<file path="config.mk">
export PLATFORM = sky130hd
export DESIGN_NAME = differential_drive_odometry_core
export DESIGN_NICKNAME = d
export VERILOG_FILES = /design/src/rtl/ddo_pkg.sv /design/src/rtl/ddo_cordic.sv /design/src/rtl/differential_drive_odometry_core.sv
export SDC_FILE = /design/constraint.sdc
export NUM_CORES = 2
export LEC_CHECK = 0
export BUFFER_PORTS_ARGS = -buffer_cell sky130_fd_sc_hd__buf_4
export CAP_MARGIN = 30
export CORE_MARGIN = 2
export CORE_UTILIZATION = 43
export DETAILED_ROUTE_END_ITERATION = 12
export PLACE_DENSITY = 0.57
export SLEW_MARGIN = 20
export SYNTH_ARGS = -nofsm -noshare
export SYNTH_HDL_FRONTEND = slang
export SYNTH_HIERARCHICAL = 1
export SYNTH_SLANG_ARGS = --single-unit
</file>
<file path="constraint.sdc">
create_clock -name clock -period 30.9 [get_ports clock]
set_clock_uncertainty 0.1 [all_clocks]
set_input_delay 4.635 -clock clock [delete_from_list [all_inputs] [get_ports clock]]
set_output_delay 4.635 -clock clock [all_outputs]
set_load 0.02 [all_outputs]
</file>
<file path="src/rtl/ddo_pkg.sv">
`timescale 1ns / 1ps
`default_nettype none
// ----------------------------------------------------------------------------
// ddo_pkg
// Shared types, constants and the arctangent table for the odometry core.
// ----------------------------------------------------------------------------
package ddo_pkg;

   // Angle word of the rotation unit (Q30 radians) and its vector word.
   typedef logic signed [36:0] angle_type;
   typedef logic signed [33:0] vec_type;

   localparam int CORDIC_STEPS_DEF = 16;
   localparam int TABLE_LEN        = 24;
   localparam int IDX_W            = 5;

   localparam logic signed [20:0] TWO_PI_Q16   = 21'sd411775;
   localparam angle_type          PI_Q30       = 37'sd3373259426;
   localparam angle_type          TWO_PI_Q30   = 37'sd6746518852;
   localparam angle_type          HALF_PI_Q30  = 37'sd1686629713;
   localparam vec_type            GAIN_Q30     = 34'sd652032874;

   localparam logic [23:0] DPT_RESET = 24'd669133;
   localparam logic [15:0] INV_RESET = 16'd4681;

   // Register indexes of the configuration port.
   localparam logic [7:0] CSR_DIST_PER_TURN = 8'd0;
   localparam logic [7:0] CSR_INVERSE_TRACK = 8'd1;

   // Arctangent of 2^-i in Q30, truncated.
   function automatic angle_type atan_q30(input logic [IDX_W-1:0] idx);
      angle_type val;
      case (idx)
         5'd0:  val = 37'sd843314856;
         5'd1:  val = 37'sd497837829;
         5'd2:  val = 37'sd263043836;
         5'd3:  val = 37'sd133525158;
         5'd4:  val = 37'sd67021686;
         5'd5:  val = 37'sd33543515;
         5'd6:  val = 37'sd16775850;
         5'd7:  val = 37'sd8388437;
         5'd8:  val = 37'sd4194282;
         5'd9:  val = 37'sd2097149;
         5'd10: val = 37'sd1048575;
         5'd11: val = 37'sd524287;
         5'd12: val = 37'sd262143;
         5'd13: val = 37'sd131071;
         5'd14: val = 37'sd65535;
         5'd15: val = 37'sd32767;
         5'd16: val = 37'sd16383;
         5'd17: val = 37'sd8191;
         5'd18: val = 37'sd4095;
         5'd19: val = 37'sd2047;
         5'd20: val = 37'sd1023;
         5'd21: val = 37'sd511;
         5'd22: val = 37'sd255;
         5'd23: val = 37'sd127;
         default: val = '0;
      endcase
      return val;
   endfunction

endpackage
`default_nettype wire

</file>
<file path="src/rtl/ddo_cordic.sv">
`timescale 1ns / 1ps
`default_nettype none
// ----------------------------------------------------------------------------
// ddo_cordic
// Iterative rotation-mode CORDIC: one micro-rotation per cycle on a shared
// add/shift datapath, giving sine and cosine in Q30 of an angle in +-pi/2.
// ----------------------------------------------------------------------------
module ddo_cordic
   import ddo_pkg::*;
#(
   parameter int CORDIC_STEPS = CORDIC_STEPS_DEF
) (
   input  wire        clock,
   input  wire        reset,
   input  wire        start,
   input  angle_type  angle,
   output logic       done,
   output vec_type    sin_out,
   output vec_type    cos_out
);

   localparam int STEP_COUNT = (CORDIC_STEPS > TABLE_LEN) ? TABLE_LEN : CORDIC_STEPS;

   logic             busy_ff, busy_in;
   logic             done_ff, done_in;
   logic [IDX_W-1:0] idx_ff, idx_in;
   vec_type          x_ff, x_in, y_ff, y_in;
   angle_type        z_ff, z_in;
   vec_type          x_sh, y_sh;

   assign x_sh = x_ff >>> idx_ff;
   assign y_sh = y_ff >>> idx_ff;

   // Sequencing of the micro-rotations.
   always_comb begin
      busy_in = busy_ff;
      done_in = 1'b0;
      idx_in  = idx_ff;
      x_in    = x_ff;
      y_in    = y_ff;
      z_in    = z_ff;
      if (start) begin
         busy_in = 1'b1;
         idx_in  = '0;
         x_in    = GAIN_Q30;
         y_in    = '0;
         z_in    = angle;
      end else if (busy_ff) begin
         if (z_ff >= 0) begin
            x_in = x_ff - y_sh;
            y_in = y_ff + x_sh;
            z_in = z_ff - atan_q30(idx_ff);
         end else begin
            x_in = x_ff + y_sh;
            y_in = y_ff - x_sh;
            z_in = z_ff + atan_q30(idx_ff);
         end
         idx_in = idx_ff + 1'b1;
         if (idx_ff == IDX_W'(STEP_COUNT - 1)) begin
            busy_in = 1'b0;
            done_in = 1'b1;
         end
      end
   end

   always_ff @(posedge clock) begin
      if (reset) begin
         busy_ff <= 1'b0;
         done_ff <= 1'b0;
      end else begin
         busy_ff <= busy_in;
         done_ff <= done_in;
      end
      idx_ff <= idx_in;
      x_ff   <= x_in;
      y_ff   <= y_in;
      z_ff   <= z_in;
   end

   assign done    = done_ff;
   assign sin_out = y_ff;
   assign cos_out = x_ff;

endmodule
`default_nettype wire

</file>
<file path="src/rtl/differential_drive_odometry_core.sv">
`timescale 1ns / 1ps
`default_nettype none
// The time from the accepted request beat to the response beat is set by the
// CORDIC iterations and by the eight products on the one shared multiplier.
// The core takes one item at a time; the request side is not ready while an
// item is in progress. Reset is synchronous and clears pose, heading, last
// positions and restores the default configuration.
// ----------------------------------------------------------------------------
// differential_drive_odometry_core
// Wheel odometry: encoder deltas, wheel distances, heading change, and the
// projection of travel through the mid-step heading into saturating x and y.
// ----------------------------------------------------------------------------
module differential_drive_odometry_core
   import ddo_pkg::*;
#(
   parameter int CORDIC_STEPS = CORDIC_STEPS_DEF
) (
   input  wire                clock,
   input  wire                reset,
   input  wire                req_valid,
   output logic               req_ready,
   input  wire signed [31:0]  req_left_position,
   input  wire signed [31:0]  req_right_position,
   output logic               rsp_valid,
   input  wire                rsp_ready,
   output logic signed [31:0] rsp_pose_x,
   output logic signed [31:0] rsp_pose_y,
   output logic signed [19:0] rsp_heading,
   input  wire                csr_valid,
   output logic               csr_ready,
   input  wire        [7:0]   csr_index,
   input  wire        [23:0]  csr_data
);

   localparam logic [3:0] ST_IDLE  = 4'd0;
   localparam logic [3:0] ST_ML    = 4'd1;
   localparam logic [3:0] ST_MR    = 4'd2;
   localparam logic [3:0] ST_DIFF  = 4'd3;
   localparam logic [3:0] ST_MDH   = 4'd4;
   localparam logic [3:0] ST_MDL   = 4'd5;
   localparam logic [3:0] ST_THETA = 4'd6;
   localparam logic [3:0] ST_PREP  = 4'd7;
   localparam logic [3:0] ST_CORD  = 4'd8;
   localparam logic [3:0] ST_SHI   = 4'd9;
   localparam logic [3:0] ST_SLO   = 4'd10;
   localparam logic [3:0] ST_CHI   = 4'd11;
   localparam logic [3:0] ST_CLO   = 4'd12;
   localparam logic [3:0] ST_UPD   = 4'd13;

   localparam logic signed [45:0] DIST_HI = 46'sd4294967295;
   localparam logic signed [45:0] DIST_LO = -46'sd4294967295;
   localparam logic signed [47:0] TH_HI   = 48'sd411775;
   localparam logic signed [47:0] TH_LO   = -48'sd411775;
   localparam logic signed [36:0] X_MAX   = 37'sd2147483647;
   localparam logic signed [36:0] X_MIN   = -37'sd2147483648;

   logic [3:0]         state_ff, state_in;
   logic [23:0]        dpt_ff, dpt_in;
   logic [15:0]        inv_ff, inv_in;
   logic [31:0]        last_l_ff, last_l_in, last_r_ff, last_r_in;
   logic signed [31:0] dl_ff, dl_in, dr_ff, dr_in;
   logic signed [44:0] ldist_ff, ldist_in, rdist_ff, rdist_in;
   logic signed [45:0] diff_ff, diff_in;
   logic signed [32:0] dist_ff, dist_in;
   logic signed [46:0] thi_ff, thi_in;
   logic [16:0]        tlo_ff, tlo_in;
   logic signed [19:0] dtheta_ff, dtheta_in;
   logic               neg_ff, neg_in;
   vec_type            s_ff, s_in, c_ff, c_in;
   logic signed [59:0] phi_ff, phi_in;
   logic signed [35:0] px_ff, px_in, py_ff, py_in;
   logic signed [31:0] acc_x_ff, acc_x_in, acc_y_ff, acc_y_in;
   logic signed [19:0] acc_h_ff, acc_h_in;
   logic               rsp_valid_ff, rsp_valid_in;
   logic signed [31:0] rsp_x_ff, rsp_x_in, rsp_y_ff, rsp_y_in;
   logic signed [19:0] rsp_h_ff, rsp_h_in;

   logic signed [34:0] mul_a;
   logic signed [24:0] mul_b;
   logic signed [59:0] prod;

   logic               cord_start, cord_done;
   angle_type          cord_angle;
   vec_type            cord_sin, cord_cos;

   logic signed [45:0] sum_lr, half_lr;
   logic signed [47:0] th_sum;
   logic signed [20:0] mid;
   angle_type          z0, z1, z2;
   logic               fold;
   logic signed [65:0] proj_sum;
   logic signed [36:0] nx, ny;
   logic signed [20:0] th_new;

   // Operand selection for the shared multiplier.
   always_comb begin
      mul_a = '0;
      mul_b = '0;
      case (state_ff)
         ST_ML: begin
            mul_a = 35'(dl_ff);
            mul_b = $signed({1'b0, dpt_ff});
         end
         ST_MR: begin
            mul_a = 35'(dr_ff);
            mul_b = $signed({1'b0, dpt_ff});
         end
         ST_MDH: begin
            mul_a = 35'($signed(diff_ff[45:16]));
            mul_b = $signed({9'd0, inv_ff});
         end
         ST_MDL: begin
            mul_a = $signed({19'd0, diff_ff[15:0]});
            mul_b = $signed({9'd0, inv_ff});
         end
         ST_SHI: begin
            mul_a = 35'(s_ff);
            mul_b = 25'($signed(dist_ff[32:16]));
         end
         ST_SLO: begin
            mul_a = 35'(s_ff);
            mul_b = $signed({9'd0, dist_ff[15:0]});
         end
         ST_CHI: begin
            mul_a = 35'(c_ff);
            mul_b = 25'($signed(dist_ff[32:16]));
         end
         ST_CLO: begin
            mul_a = 35'(c_ff);
            mul_b = $signed({9'd0, dist_ff[15:0]});
         end
         default: begin
            mul_a = '0;
            mul_b = '0;
         end
      endcase
   end

   assign prod = 60'(mul_a * mul_b);

   // Mean distance, heading change and the reduction of the mid-step angle.
   assign sum_lr  = 46'(ldist_ff) + 46'(rdist_ff);
   assign half_lr = sum_lr >>> 1;
   assign th_sum  = 48'(thi_ff) + $signed({31'd0, tlo_ff});
   assign mid     = 21'(acc_h_ff) + 21'(dtheta_ff >>> 1);
   assign z0      = 37'(mid) <<< 14;
   always_comb begin
      z1 = z0;
      if (z1 > PI_Q30) z1 = z1 - TWO_PI_Q30;
      if (z1 < -PI_Q30) z1 = z1 + TWO_PI_Q30;
      fold = 1'b0;
      z2   = z1;
      if (z1 > HALF_PI_Q30) begin
         z2   = z1 - PI_Q30;
         fold = 1'b1;
      end else if (z1 < -HALF_PI_Q30) begin
         z2   = z1 + PI_Q30;
         fold = 1'b1;
      end
   end

   assign cord_start = (state_ff == ST_PREP);
   assign cord_angle = z2;

   ddo_cordic #(
      .CORDIC_STEPS (CORDIC_STEPS)
   ) u_cordic (
      .clock   (clock),
      .reset   (reset),
      .start   (cord_start),
      .angle   (cord_angle),
      .done    (cord_done),
      .sin_out (cord_sin),
      .cos_out (cord_cos)
   );

   // Projection: high partial product shifted up plus the low one, floor by 2^30.
   assign proj_sum = (66'(phi_ff) <<< 16) + 66'(prod);
   assign nx       = 37'(acc_x_ff) + 37'(px_ff);
   assign ny       = 37'(acc_y_ff) + 37'(py_ff);
   assign th_new   = 21'(acc_h_ff) + 21'(dtheta_ff);

   // Sequencer and datapath next values.
   always_comb begin
      state_in     = state_ff;
      dpt_in       = dpt_ff;
      inv_in       = inv_ff;
      last_l_in    = last_l_ff;
      last_r_in    = last_r_ff;
      dl_in        = dl_ff;
      dr_in        = dr_ff;
      ldist_in     = ldist_ff;
      rdist_in     = rdist_ff;
      diff_in      = diff_ff;
      dist_in      = dist_ff;
      thi_in       = thi_ff;
      tlo_in       = tlo_ff;
      dtheta_in    = dtheta_ff;
      neg_in       = neg_ff;
      s_in         = s_ff;
      c_in         = c_ff;
      phi_in       = phi_ff;
      px_in        = px_ff;
      py_in        = py_ff;
      acc_x_in     = acc_x_ff;
      acc_y_in     = acc_y_ff;
      acc_h_in     = acc_h_ff;
      rsp_valid_in = rsp_valid_ff;
      rsp_x_in     = rsp_x_ff;
      rsp_y_in     = rsp_y_ff;
      rsp_h_in     = rsp_h_ff;

      if (rsp_valid_ff && rsp_ready) rsp_valid_in = 1'b0;

      if (csr_valid) begin
         if (csr_index == CSR_DIST_PER_TURN) dpt_in = csr_data;
         else if (csr_index == CSR_INVERSE_TRACK) inv_in = csr_data[15:0];
      end

      case (state_ff)
         ST_IDLE: begin
            if (req_valid) begin
               dl_in     = $signed(req_left_position - last_l_ff);
               dr_in     = $signed(req_right_position - last_r_ff);
               last_l_in = req_left_position;
               last_r_in = req_right_position;
               state_in  = ST_ML;
            end
         end
         ST_ML: begin
            ldist_in = 45'(prod >>> 12);
            state_in = ST_MR;
         end
         ST_MR: begin
            rdist_in = 45'(prod >>> 12);
            state_in = ST_DIFF;
         end
         ST_DIFF: begin
            diff_in = 46'(ldist_ff) - 46'(rdist_ff);
            if (half_lr > DIST_HI) dist_in = 33'(DIST_HI);
            else if (half_lr < DIST_LO) dist_in = 33'(DIST_LO);
            else dist_in = 33'(half_lr);
            state_in = ST_MDH;
         end
         ST_MDH: begin
            thi_in   = 47'(prod);
            state_in = ST_MDL;
         end
         ST_MDL: begin
            tlo_in   = prod[32:16];
            state_in = ST_THETA;
         end
         ST_THETA: begin
            if (th_sum > TH_HI) dtheta_in = 20'(TH_HI);
            else if (th_sum < TH_LO) dtheta_in = 20'(TH_LO);
            else dtheta_in = 20'(th_sum);
            state_in = ST_PREP;
         end
         ST_PREP: begin
            neg_in   = fold;
            state_in = ST_CORD;
         end
         ST_CORD: begin
            if (cord_done) begin
               s_in     = neg_ff ? -cord_sin : cord_sin;
               c_in     = neg_ff ? -cord_cos : cord_cos;
               state_in = ST_SHI;
            end
         end
         ST_SHI: begin
            phi_in   = prod;
            state_in = ST_SLO;
         end
         ST_SLO: begin
            px_in    = proj_sum[65:30];
            state_in = ST_CHI;
         end
         ST_CHI: begin
            phi_in   = prod;
            state_in = ST_CLO;
         end
         ST_CLO: begin
            py_in    = proj_sum[65:30];
            state_in = ST_UPD;
         end
         ST_UPD: begin
            if (!rsp_valid_ff || rsp_ready) begin
               if (nx > X_MAX) acc_x_in = 32'(X_MAX);
               else if (nx < X_MIN) acc_x_in = 32'(X_MIN);
               else acc_x_in = 32'(nx);
               if (ny > X_MAX) acc_y_in = 32'(X_MAX);
               else if (ny < X_MIN) acc_y_in = 32'(X_MIN);
               else acc_y_in = 32'(ny);
               if (th_new > TWO_PI_Q16) acc_h_in = 20'(th_new - TWO_PI_Q16);
               else if (th_new < -TWO_PI_Q16) acc_h_in = 20'(th_new + TWO_PI_Q16);
               else acc_h_in = 20'(th_new);
               rsp_x_in     = acc_x_in;
               rsp_y_in     = acc_y_in;
               rsp_h_in     = acc_h_in;
               rsp_valid_in = 1'b1;
               state_in     = ST_IDLE;
            end
         end
         default: begin
            state_in = ST_IDLE;
         end
      endcase
   end

   always_ff @(posedge clock) begin
      if (reset) begin
         state_ff     <= ST_IDLE;
         dpt_ff       <= DPT_RESET;
         inv_ff       <= INV_RESET;
         last_l_ff    <= '0;
         last_r_ff    <= '0;
         acc_x_ff     <= '0;
         acc_y_ff     <= '0;
         acc_h_ff     <= '0;
         rsp_valid_ff <= 1'b0;
      end else begin
         state_ff     <= state_in;
         dpt_ff       <= dpt_in;
         inv_ff       <= inv_in;
         last_l_ff    <= last_l_in;
         last_r_ff    <= last_r_in;
         acc_x_ff     <= acc_x_in;
         acc_y_ff     <= acc_y_in;
         acc_h_ff     <= acc_h_in;
         rsp_valid_ff <= rsp_valid_in;
      end
      dl_ff     <= dl_in;
      dr_ff     <= dr_in;
      ldist_ff  <= ldist_in;
      rdist_ff  <= rdist_in;
      diff_ff   <= diff_in;
      dist_ff   <= dist_in;
      thi_ff    <= thi_in;
      tlo_ff    <= tlo_in;
      dtheta_ff <= dtheta_in;
      neg_ff    <= neg_in;
      s_ff      <= s_in;
      c_ff      <= c_in;
      phi_ff    <= phi_in;
      px_ff     <= px_in;
      py_ff     <= py_in;
      rsp_x_ff  <= rsp_x_in;
      rsp_y_ff  <= rsp_y_in;
      rsp_h_ff  <= rsp_h_in;
   end

   assign req_ready   = (state_ff == ST_IDLE);
   assign csr_ready   = 1'b1;
   assign rsp_valid   = rsp_valid_ff;
   assign rsp_pose_x  = rsp_x_ff;
   assign rsp_pose_y  = rsp_y_ff;
   assign rsp_heading = rsp_h_ff;

endmodule
`default_nettype wire
</file>
==> qor.yml <==
status: "complete, no violations"
cts_buffers: 108
dp_hpwl_um: 264000
grt.total_usage_pct: 29.6
core_um2: 220000
fin_crit_sh_pct: 48.3
r2r_cells: 53
layout_setup_ws_ns: 15.98
cap_viol_max_count: 0
crit_family: "compound AO/OA/AOI/OAI gates"
yosys_register_bits: 927
drt-total-wl_um: 338000
place_area_um2: 101000
startpoint_type: "register"
setup.worst_path.start: "state_ff[3]"
dp_worst_setup_slack_ns: 16.25
slew_headroom_pct: 26.5
timing.rr.end: "py_ff[35]"
first_global_vias: 78900
pwr_density_cell_nw_per_um2: 70.6
layout-drive-gt1-share_pct: 8.40
synth.distinct_cells: 132
netlist_instances: 10500
synth-edff-count: 629
p_leak_nw: 44.8
clock_path_buffers: 3
avgRoutedWirePerCell_um: 24.8
clk_pin_slew_ns: 0.06
cp_data_arrival_time_ns: 15.33
dieHeight_um: 475
dr.pass1.iters: 9
final-setup-viol-count: 0
path_buf_inv: 9
min_from: "last_l_ff[4]"
crit_path_end_kind: "register"
worstSetupPathType: "reg2reg"
worst_slew_pin_slew_ns: 1.10
synth_nets: 12100
via_per_inst: 5.86
grt_max_degree: 121
synthToLayoutAreaGrowth_pct: 9.57
p_total_mw: 7.38
crit_slowest_cell: "buf_4"
htreeDepth: 3
initial_core_util_pct: 43.3
hold_depth: 2
antenna_found_initial: 15
hold_buffers: 0
place_congestion: 0.979
critPathMaxFanout: 67
yosysSeqAreaShare_pct: 26.0
port_buffers: 186
holdWs_ns: 0.353
hold_viol_final: 0
gr-total-overflow: 0
drtAntennaViolNets: 0
cp_slowest_stage_delay_ns: 0.76
fp.dieW_um: 475
cts_tree: "built"
post_cts_buffers: 0
fin_nets: 12200
synthArstFlopShare_pct: 0
drc_errors: 0
clk_latency_ns: 0.80
finalInstanceArea_um2: 105000
crit_top_cell: "fa_1"
root_buffer: "clkbuf_16"
drt_iter0_markers: 7739
r2r-start: "state_ff[3]"
max_freq_ghz: 0.0670
ctsResizeCount: 0
vias: 79800
cts.sinks: 927
drv_slew: 0
vdd_drop_max_mv: 0.0890
cp.depth: 53
syn_area_um2: 95400
postSynthAreaPerCell_um2: 9.10
crit_end: "py_ff[35]"
dieArea_um2: 226000
hold_path_class: "reg2reg"
tns_ns: 0
rsz0062_at_grt: "no"
grt_first_pass_wirelength_um: 504000
rows: 172
cp_data_required_time_ns: 31.31
ios: 188
ys_dominant_reg_cell: "edfxtp_1"
r2r_slack_ns: 15.98
period_minus_slack_ns: 14.92
ys_warn_count: 6
-- report_power, final --
group / switching, mW / internal [mW] / leakage (nW)
clock: 0.590 / 0.805 / 1.86
sequential: 0.109 / 1.71 / 8.14
combinational: 2.72 / 1.45 / 34.8
total: 3.41 / 3.97 / 44.8
-- synth_stat cells (41+ instances only) --
cell type | number | area (um^2)
edfxtp_1 | 629 | 18900
o21bai_1 | 67 | 503
o21a_1 | 86 | 646
and2_1 | 51 | 319
inv_1 | 1263 | 4740
a221o_1 | 60 | 601
a31oi_1 | 61 | 382
nor2b_1 | 66 | 413
nand3_1 | 151 | 756
nand2b_1 | 87 | 544
nor2_1 | 969 | 3640
or2_2 | 47 | 294
o211ai_1 | 55 | 413
dfxtp_1 | 298 | 5970
and3_1 | 63 | 394
mux4_2 | 79 | 1780
nor3_1 | 152 | 761
nand2_1 | 1379 | 5180
a21oi_1 | 605 | 3030
a21boi_0 | 41 | 308
mux2i_1 | 97 | 971
a22oi_1 | 74 | 556
xnor2_1 | 429 | 3760
o31ai_1 | 85 | 638
or3_1 | 57 | 357
fa_1 | 884 | 17700
o21ai_0 | 385 | 1930
a21o_1 | 168 | 1260
a311oi_1 | 46 | 403
nand4_1 | 71 | 444
a211oi_1 | 115 | 863
ha_1 | 624 | 7810
a221oi_1 | 67 | 587
clkbuf_1 | 361 | 1360
xor2_1 | 165 | 1450
-- per-stage QoR --
| step | instances | util (%) |
|---|---|---|
| after floorplan | 10500 | - |
| after global placement | 13400 | 45.6 |
| after detailed placement | 13400 | 45.7 |
| after CTS | 13600 | 47.4 |
| after global routing | 13600 | 47.5 |
| final | 13600 | 47.5 |
-- kinds of logic (layout without fill, tap and decap cells) --
kind of cell               Yosys count  in the layout  share of synthesized area, %
DFF                                927            927                          26.0
AOI/OAI and AO/OA                 2251           2251                          15.9
adders and majority gates         1508           1508                          26.7
muxes                              222            222                          3.55
buffers and inverters             1714           1865                          7.00
xor gates and xnor gates           599            599                          5.54
other                                2              8                       0.00787
and+or+nand+nor                   3267           3267                          15.2
-- flip-flops by register name, indices dropped and copies added, names as in the netlist, 32 cells and up, named ones only --
signal and cells:
dr_ff 32, last_l_ff 32, rsp_pose_x 32, py_ff 36, c_ff 34, phi_ff 50
u_cordic/sin_out 34, px_ff 36, acc_x_ff 32, rsp_pose_y 32, dist_ff 33, acc_y_ff 32
u_cordic/cos_out 34, s_ff 34, diff_ff 46, u_cordic/z_ff 37, rdist_ff 45, ldist_ff 45
thi_ff 47, dl_ff 32, last_r_ff 32
-- placed cells by master (no fill, tap or decap), drive strengths merged, types with 80 or more instances in the layout --
| master | count |
|---|---|
| xnor2 | 430 |
| buf | 387 |
| a21o | 168 |
| o31ai | 87 |
| o21ai | 400 |
| mux4 | 87 |
| ha | 624 |
| fa | 884 |
| mux2i | 97 |
| edfxtp | 629 |
| inv | 1275 |
| nand2 | 1382 |
| a21oi | 606 |
| o21a | 86 |
| a22oi | 80 |
| xor2 | 168 |
| nand2b | 88 |
| dfxtp | 298 |
| nor2 | 970 |
| clkbuf | 126 |
| a211oi | 117 |
| nand3 | 151 |
| nor3 | 154 |
-- how the worst min path moves through the flow --
stage / to / slack, ns
floorplan: inv_ff[0] / 0.34
global placement: last_l_ff[9] / 0.34
detailed placement: last_r_ff[10] / 0.35
CTS: last_r_ff[10] / 0.35
global route: last_l_ff[16] / 0.37
finish: last_l_ff[4] / 0.35
-- layout make-up --
type                            instances  area, um^2
Antenna cell                            6        15.0
Clock buffer                          122        2850
Clock inverter                         82        1020
Fill cell                           21000      116000
Inverter                             1270        4770
Multi-Input combinational cell       7849       64300
Sequential cell                       927       24900
Tap cell                             2958        3700
Timing Repair Buffer                  391        3030
-- tightest hold or removal path, stage by stage, from the launching register on --
cell and delay, ns:
dfxtp_1 0.31, nand2_1 0.05, a21oi_1 0.05
-- layer usage --
layer / part of all wire [%] / wire, um / track usage [%] / vias to the layer above
li1: - / - / - / 36200
met1: 43 / 145000 / 40.6 / 39600
met2: 44 / 149000 / 45.7 / 3404
met3: 8.0 / 26900 / 5.19 / 617
met4: 5.1 / 17100 / 13.1 / 2
met5: 0.0047 / 16 / 0 / -
No activity file was read; power rests on OpenSTA's default activity.
